## src/design/scp_pkg.sv

```systemverilog
`default_nettype none

package scp_pkg;

	// Characters of interest on the console.
	localparam logic [7:0] CHAR_CR   = 8'h0D;
	localparam logic [7:0] CHAR_ZERO = 8'h30;
	localparam logic [7:0] CHAR_NINE = 8'h39;

	// Command letters.
	localparam logic [7:0] CMD_M    = 8'h6D;
	localparam logic [7:0] CMD_G    = 8'h67;
	localparam logic [7:0] CMD_A    = 8'h61;
	localparam logic [7:0] CMD_I    = 8'h69;
	localparam logic [7:0] CMD_NINE = 8'h39;
	localparam logic [7:0] CMD_P    = 8'h70;
	localparam logic [7:0] CMD_C    = 8'h63;
	localparam logic [7:0] CMD_R    = 8'h72;

	// Event codes reported on the result channel.
	localparam int EVENT_W = 4;
	typedef logic [EVENT_W-1:0] event_t;
	localparam event_t EV_NONE = 4'd0;
	localparam event_t EV_M    = 4'd1;
	localparam event_t EV_G    = 4'd2;
	localparam event_t EV_A    = 4'd3;
	localparam event_t EV_I    = 4'd4;
	localparam event_t EV_NINE = 4'd5;
	localparam event_t EV_P    = 4'd6;
	localparam event_t EV_C    = 4'd7;
	localparam event_t EV_R    = 4'd8;
	localparam event_t EV_LAST = EV_R;

	// Parameter field and its special values.
	localparam int PARAM_W = 10;
	typedef logic [PARAM_W-1:0] param_t;
	localparam param_t PARAM_LOW_MAX   = 10'd3;
	localparam param_t PARAM_M_SPECIAL = 10'd999;
	localparam param_t PARAM_A_SPECIAL = 10'd102;
	localparam param_t PARAM_MAX       = 10'd999;

endpackage

`default_nettype wire

```

## src/design/scp_rx_if.sv

```systemverilog
`default_nettype none

// Channel carrying one received console byte per item.
interface scp_rx_if;
	logic       valid;
	logic       ready;
	logic [7:0] rx_byte;

	modport source (output valid, output rx_byte, input ready);
	modport sink (input valid, input rx_byte, output ready);
endinterface

`default_nettype wire

```

## src/design/scp_evt_if.sv

```systemverilog
`default_nettype none

// Channel carrying one parser result per item.
interface scp_evt_if;
	logic            valid;
	logic            ready;
	scp_pkg::event_t event_code;
	scp_pkg::param_t cmd_param;
	logic            accepted;

	modport source (output valid, output event_code, output cmd_param, output accepted,
		input ready);
	modport sink (input valid, input event_code, input cmd_param, input accepted,
		output ready);
endinterface

`default_nettype wire

```

## src/design/serial_command_parser_top.sv

```systemverilog
// Channel | Direction | Payload                               | Handshake
// rx      | in        | rx_byte[7:0]                          | valid/ready
// evt     | out       | event_code[3:0] cmd_param[9:0] accepted | valid/ready
//
// Every byte gives exactly one result item, one item per cycle sustained while evt is ready.
// An item waits in the input register until the result register is free or drained,
// then the character queue and the result register are updated together; the result
// is offered from the result register once the byte has passed both registers.
// Reset clears the character count and both valid flags; no clearing pass.
// A stalled result holds the output register; rx stays ready while the input
// register is empty or moving into the output register in the same cycle.

`default_nettype none

module serial_command_parser_top #(
	parameter int RING_SLOTS = 5
) (
	input wire logic   clk,
	input wire logic   arst_n,
	scp_rx_if.sink     rx,
	scp_evt_if.source  evt
);

	// The ring holds at most RING_SLOTS-1 characters; it is kept as a queue
	// with the oldest character at entry 0.
	localparam int DEPTH = RING_SLOTS - 1;
	localparam int CNT_W = $clog2(RING_SLOTS);
	localparam int XDEPTH = DEPTH + 4;

	logic [7:0]       chars_q [DEPTH];
	logic [CNT_W-1:0] count_q;

	logic [7:0] byte_s1;
	logic       valid_s1;

	logic            out_valid_q;
	scp_pkg::event_t event_q;
	scp_pkg::param_t param_q;
	logic            accepted_q;

	logic advance;

	// Input register advances when the result register is free or drained.
	assign advance  = valid_s1 && (!out_valid_q || evt.ready);
	assign rx.ready = !valid_s1 || advance;

	always_ff @(posedge clk or negedge arst_n) begin
		if (!arst_n) begin
			valid_s1 <= 1'b0;
		end else begin
			valid_s1 <= (rx.valid && rx.ready) || (valid_s1 && !advance);
		end
	end

	always_ff @(posedge clk) begin
		if (rx.valid && rx.ready) begin
			byte_s1 <= rx.rx_byte;
		end
	end

	// Queue contents padded with zeros so shifted reads stay in range.
	logic [7:0] chars_x [XDEPTH];

	always_comb begin
		for (int j = 0; j < DEPTH; j++) begin
			chars_x[j] = chars_q[j];
		end
		for (int j = DEPTH; j < XDEPTH; j++) begin
			chars_x[j] = 8'h00;
		end
	end

	// Line decode over the four oldest characters.
	logic [3:0] have;
	logic [3:1] is_digit;

	always_comb begin
		for (int i = 0; i < 4; i++) begin
			have[i] = count_q > CNT_W'(i);
		end
		for (int i = 1; i < 4; i++) begin
			is_digit[i] = (chars_x[i] >= scp_pkg::CHAR_ZERO) &&
				(chars_x[i] <= scp_pkg::CHAR_NINE);
		end
	end

	logic [2:0] pop_n;
	logic       line_ok;

	always_comb begin
		line_ok = 1'b0;
		priority if (!have[0]) begin
			pop_n = 3'd0;
		end else if (!have[1]) begin
			pop_n = 3'd1;
		end else if (!is_digit[1]) begin
			pop_n = 3'd2;
		end else if (!have[2]) begin
			pop_n = 3'd2;
		end else if (!is_digit[2]) begin
			pop_n = 3'd3;
		end else if (!have[3]) begin
			pop_n = 3'd3;
		end else if (!is_digit[3]) begin
			pop_n = 3'd4;
		end else begin
			pop_n = 3'd4;
			line_ok = 1'b1;
		end
	end

	// Three-digit parameter; the low nibble of an ASCII digit is its value.
	scp_pkg::param_t param;

	assign param = scp_pkg::PARAM_W'(chars_x[1][3:0]) * 10'd100 +
		scp_pkg::PARAM_W'(chars_x[2][3:0]) * 10'd10 +
		scp_pkg::PARAM_W'(chars_x[3][3:0]);

	// Command letter and its allowed parameters.
	scp_pkg::event_t cmd_event;
	logic            zero_p;
	logic            low_p;

	assign zero_p = param == '0;
	assign low_p  = param <= scp_pkg::PARAM_LOW_MAX;

	always_comb begin
		unique case (chars_x[0])
			scp_pkg::CMD_M: begin
				cmd_event = (low_p || param == scp_pkg::PARAM_M_SPECIAL) ?
					scp_pkg::EV_M : scp_pkg::EV_NONE;
			end
			scp_pkg::CMD_G:    cmd_event = zero_p ? scp_pkg::EV_G : scp_pkg::EV_NONE;
			scp_pkg::CMD_A: begin
				cmd_event = (low_p || param == scp_pkg::PARAM_A_SPECIAL) ?
					scp_pkg::EV_A : scp_pkg::EV_NONE;
			end
			scp_pkg::CMD_I:    cmd_event = zero_p ? scp_pkg::EV_I : scp_pkg::EV_NONE;
			scp_pkg::CMD_NINE: cmd_event = zero_p ? scp_pkg::EV_NINE : scp_pkg::EV_NONE;
			scp_pkg::CMD_P:    cmd_event = zero_p ? scp_pkg::EV_P : scp_pkg::EV_NONE;
			scp_pkg::CMD_C:    cmd_event = zero_p ? scp_pkg::EV_C : scp_pkg::EV_NONE;
			scp_pkg::CMD_R:    cmd_event = zero_p ? scp_pkg::EV_R : scp_pkg::EV_NONE;
			default:           cmd_event = scp_pkg::EV_NONE;
		endcase
	end

	// Next queue state for a pushed character or a consumed line.
	logic             is_cr;
	logic             full;
	logic [7:0]       chars_d [DEPTH];
	logic [CNT_W-1:0] count_d;
	scp_pkg::event_t  event_d;
	scp_pkg::param_t  param_d;
	logic             accepted_d;

	assign is_cr = byte_s1 == scp_pkg::CHAR_CR;
	assign full  = count_q == CNT_W'(DEPTH);

	always_comb begin
		event_d    = scp_pkg::EV_NONE;
		param_d    = '0;
		accepted_d = 1'b1;
		count_d    = count_q;
		for (int j = 0; j < DEPTH; j++) begin
			chars_d[j] = chars_q[j];
		end
		if (!is_cr) begin
			if (full) begin
				// Oldest character drops out.
				for (int j = 0; j < DEPTH; j++) begin
					chars_d[j] = (j == DEPTH - 1) ? byte_s1 : chars_x[j + 1];
				end
			end else begin
				for (int j = 0; j < DEPTH; j++) begin
					if (count_q == CNT_W'(j)) begin
						chars_d[j] = byte_s1;
					end
				end
				count_d = count_q + 1'b1;
			end
		end else begin
			for (int j = 0; j < DEPTH; j++) begin
				unique case (pop_n)
					3'd1:    chars_d[j] = chars_x[j + 1];
					3'd2:    chars_d[j] = chars_x[j + 2];
					3'd3:    chars_d[j] = chars_x[j + 3];
					3'd4:    chars_d[j] = chars_x[j + 4];
					default: chars_d[j] = chars_q[j];
				endcase
			end
			count_d = count_q - CNT_W'(pop_n);
			if (line_ok && cmd_event != scp_pkg::EV_NONE) begin
				event_d = cmd_event;
				param_d = param;
			end else begin
				accepted_d = 1'b0;
			end
		end
	end

	// Queue state and result register.
	always_ff @(posedge clk or negedge arst_n) begin
		if (!arst_n) begin
			count_q     <= '0;
			out_valid_q <= 1'b0;
		end else begin
			if (advance) begin
				count_q <= count_d;
			end
			out_valid_q <= advance || (out_valid_q && !evt.ready);
		end
	end

	always_ff @(posedge clk) begin
		if (advance) begin
			for (int j = 0; j < DEPTH; j++) begin
				chars_q[j] <= chars_d[j];
			end
			event_q    <= event_d;
			param_q    <= param_d;
			accepted_q <= accepted_d;
		end
	end

	assign evt.valid      = out_valid_q;
	assign evt.event_code = event_q;
	assign evt.cmd_param  = param_q;
	assign evt.accepted   = accepted_q;

endmodule

`default_nettype wire

```

## src/flat_wrapper.sv

```systemverilog
// flat-port wrapper written by rule: the top's interface ports become plain ports
module serial_command_parser_top_flat 
#(
	parameter int RING_SLOTS = 5
)
  (clk, arst_n, rx_valid, rx_rx_byte, rx_ready, evt_valid, evt_event_code, evt_cmd_param, evt_accepted, evt_ready);
  scp_rx_if rx_i ();
  scp_evt_if evt_i ();
  input wire logic clk;
  input wire logic arst_n;
  input wire logic [$bits(rx_i.valid)-1:0] rx_valid;
  input wire logic [$bits(rx_i.rx_byte)-1:0] rx_rx_byte;
  output wire logic [$bits(rx_i.ready)-1:0] rx_ready;
  output wire logic [$bits(evt_i.valid)-1:0] evt_valid;
  output wire logic [$bits(evt_i.event_code)-1:0] evt_event_code;
  output wire logic [$bits(evt_i.cmd_param)-1:0] evt_cmd_param;
  output wire logic [$bits(evt_i.accepted)-1:0] evt_accepted;
  input wire logic [$bits(evt_i.ready)-1:0] evt_ready;
  assign rx_i.valid = rx_valid;
  assign rx_i.rx_byte = rx_rx_byte;
  assign rx_ready = rx_i.ready;
  assign evt_valid = evt_i.valid;
  assign evt_event_code = evt_i.event_code;
  assign evt_cmd_param = evt_i.cmd_param;
  assign evt_accepted = evt_i.accepted;
  assign evt_i.ready = evt_ready;
  serial_command_parser_top #(.RING_SLOTS(RING_SLOTS)) u_core (.clk(clk), .arst_n(arst_n), .rx(rx_i), .evt(evt_i));
endmodule
```

## config.mk

```make
export PLATFORM = sky130hd
export DESIGN_NAME = serial_command_parser_top_flat
export DESIGN_NICKNAME = d
export VERILOG_FILES = /design/src/design/scp_pkg.sv /design/src/design/scp_rx_if.sv /design/src/design/scp_evt_if.sv /design/src/design/serial_command_parser_top.sv /design/src/flat_wrapper.sv
export SDC_FILE = /design/constraint.sdc
export NUM_CORES = 1
export LEC_CHECK = 0
export BUFFER_PORTS_ARGS = -buffer_cell sky130_fd_sc_hd__buf_4
export CAP_MARGIN = 20
export CORE_MARGIN = 8
export CORE_UTILIZATION = 41
export DETAILED_ROUTE_END_ITERATION = 12
export PLACE_DENSITY_LB_ADDON = 0.08
export SETUP_SLACK_MARGIN = 0.3
export SYNTH_ARGS = -nofsm -noshare
export SYNTH_HDL_FRONTEND = slang
export SYNTH_SLANG_ARGS = --single-unit
```

## constraint.sdc

```tcl
create_clock -name clk -period 4.6 [get_ports clk]
set_input_delay 0.23 -clock clk [delete_from_list [all_inputs] [get_ports clk]]
set_output_delay 0.23 -clock clk [all_outputs]
set_load 0.01 [all_outputs]
```

==> results.cfg <==
[die]
fp.dieW_um = 113.8
die_area_um2 = 12950
row_count = 35
start_util = 0.4242
fp.dieH_um = 113.8
core_um2 = 9240
ios = 29

[sta]
finalSetupViolations = 0
setup_tns_ps = 0
finalHoldViolCount = 0
grt_setup_unrepaired = yes
clock_skew_ps = 9.371
layout_min_cycle_time_ps = 4169
fmax_mhz = 239.9
finalCritPeriodShare = 0.9063
worstMarginPinSlew_ps = 917.9
maxSlewHeadroom = 0.3852
report.final.slew_viol_count = 0

[cells_and_area]
postLayoutCellArea_um2 = 4583
area_delta_synth_final_pct = 16.92
drive_gt1_frac = 0.1935
nNetsFinal = 447
finish.utilization = 0.4960
fin_cells = 532
final_common_cell = edfxtp_1
antenna_cells = 0
mostFrequentLayoutCells = edfxtp_1, buf_4, ha_1

[yosys]
ys_seq_area_frac = 0.4532
synth_cells = 359
synth-compound-area-share = 0.1813
netlist_area_um2 = 3920
ys_warn_count = 0
synth_edf_count = 55
ys_seq_elements = 60
synth_ff_type = edfxtp_1
netlist.area_leader.share = 0.4213
synth_fa_ha_area_frac = 0.1264
yosysTopAreaCell = edfxtp_1
synth_mux_area_frac = 0.002873
async_flop_share = 0.08333
synth_top_family_by_area = compound AO/OA/AOI/OAI gates
yosys.cell_types.count = 66
synthSimpleGateAreaFrac = 0.1679
synth_area_per_cell_um2 = 10.92
synth_area_leaders = edfxtp_1, ha_1, dfrtp_1
synth_xor_area_frac = 0.02458

[clock_network]
root_buffer = clkbuf_8
clock_latency_ps = 330
cts_inserted_buffers = 9
cts_max_path_buffers = 2
cts.sinks = 60
cts.clk_slew.worst_paths_ps = 70
cts_tree = yes
htreeDepth = 3

[global_routing]
antenna_found_initial = 0
gr-usage-all-layers = 0.1361
grt_first_pass_wirelength_mm = 13.99
first_global_vias = 2867
grt_max_degree = 17
grt_overflow = 0

[setup_path]
worstPathMaxFanout = 6
path_cells = ha_1, ha_1, fa_1, ha_1, ha_1, or2_1, o31ai_2, xnor2_1, or4_4, a2111oi_4, o221ai_4, clkbuf_4, a21oi_2
start_kind = register
max_stage_delay_ps = 530
cp.arrival_ps = 4350
endpoint_kind = register
required_ps = 4790
crit_top_cell = ha_1
path_class = register to register
slowest_stage = or4_4

[run]
drv_cap = 0

[routing]
drtAntennaViolNets = 0
first_pass_iters = 5
avgViaCountPerCell = 5.553
routedWlPerCell_um = 16.09
drc = 0
vias = 2954
routed_wl_mm = 8.558
drt_iter0_markers = 218

[place]
numPlacedInstances = 502
dpl_cell_area_um2 = 4237
place.gp.congestion = 0.8903
dp_hpwl_mm = 6.466
port_buffers = 28

[pwr]
ir_worst_vdd_v = 0.0002505
power_density_nw_per_um2 = 600.1
p_leak_nw = 1.766

[min_path]
hold_path_class = primary input to register

[status]
outcome = completed
[worst max-delay path: cells and delay by family, from the launching register on]
family                   cells  cell delay [ps]
flip-flops                   1              460
XOR/XNOR                     1              180
buffers and inverters        1              220
AND/OR/NAND/NOR              2              790
AO/OA/AOI/OAI                4              730
adder cells (fa/ha/maj)      5             1640
[power by group]
| part | total, mW | switching [mW] | internal (mW) |
|---|---|---|---|
| combinational | 1.48 | 0.867 | 0.615 |
| sequential | 0.827 | 0.109 | 0.718 |
| clock | 0.442 | 0.201 | 0.241 |
[state kept, by name, summed over array words and instances (netlist names)]
signal and flops:
u_core.evt.valid 1, u_core.evt.accepted 1, u_core.chars_q 32, u_core.evt.cmd_param 10, u_core.valid_s1 1, u_core.evt.event_code 4
u_core.byte_s1 8, u_core.count_q 3
[cell usage after synthesis, types with 2 or more instances]
library cell  number
a31oi_1            2
nand4_1            3
a21boi_1           2
xor2_1             7
o21ai_0            7
buf_2              2
a222oi_1           8
nor2b_1            6
edfxtp_1          55
nand2_1           17
a22o_1             7
o22ai_1            8
fa_1               6
nor3_1             8
a21oi_1           23
nor4_1             4
a21boi_2           3
nor2_1            28
o31ai_1            2
nand3_1           10
a22oi_1            8
inv_1             24
xnor2_1            4
and4b_1            2
o21a_1             2
nand3b_1           3
nor4bb_1           5
nand2b_1           7
and3_1             2
or3_1              3
dfrtp_1            5
ha_1              30
and2_1             5
o21ai_1            2
a221oi_1           2
clkbuf_1          14
a21oi_2            4
[per-stage QoR]
step | setup WS (ps) | hold WS (ps) | power [mW]
after floorplan | 739.4 | -65.59 | 1.877
after global placement | 377.1 | 34.99 | 2.170
after detailed placement | 290.7 | 36.83 | 2.181
after CTS | 314.7 | 59.95 | 2.649
after global routing | 268.5 | 51.11 | 2.990
final | 431.0 | 75.66 | 2.751
[logic make-up (layout without fill, tap and decap cells)]
group | Yosys count | after routing
other | 1 | 2
adders and majority gates | 36 | 36
xor gates and xnor gates | 11 | 11
AOI/OAI and AO/OA | 92 | 92
buffers and inverters | 42 | 85
DFF | 60 | 60
muxes | 1 | 1
and+or+nand+nor | 116 | 116
[cell type report]
type / count / area (um2)
multi-input cells: 258 / 2031
fillers: 835 / 4657
clock buffers: 9 / 123.9
clock inverters: 6 / 56.30
flip-flops and latches: 60 / 1777
inverters: 25 / 93.84
repair buffers: 45 / 340.3
well taps: 129 / 161.4
[routing by layer]
| layer | share of wire | global-route usage | vias to the layer above |
|---|---|---|---|
| li1 | - | - | 1433 |
| met1 | 0.43 | 0.1545 | 1401 |
| met2 | 0.49 | 0.2351 | 99 |
| met3 | 0.052 | 0.03117 | 21 |
| met4 | 0.027 | 0.06832 | 0 |
| met5 | 0 | 0 | - |
[path summary, 6_finish.rpt]
kind | from | end | slack (ps) | cells past startpoint
max in group asynchronous | arst_n | u_core.count_q[2] | 4260 | 2
min reg2reg | u_core.valid_s1 | u_core.evt.valid | 510 | 1
min in group asynchronous | arst_n | u_core.count_q[1] | 240 | 2
max reg2reg | u_core.chars_q[2][3] | u_core.evt.event_code[3] | 430 | 13
min | rx_rx_byte[6] | u_core.byte_s1[6] | 80 | 1
max | u_core.chars_q[2][3] | u_core.evt.event_code[3] | 430 | 13
[what timing repair did]
item / 4_1_cts / 5_1_grt
pin swaps: 0 / 3
setup endpoints to repair: 8 / 12
hold endpoints to repair: 5 / 0
hold buffers: 1 / 0
resized for setup: 1 / 6
buffers inserted: 0 / 14
Power figures use the tool's default switching activity.
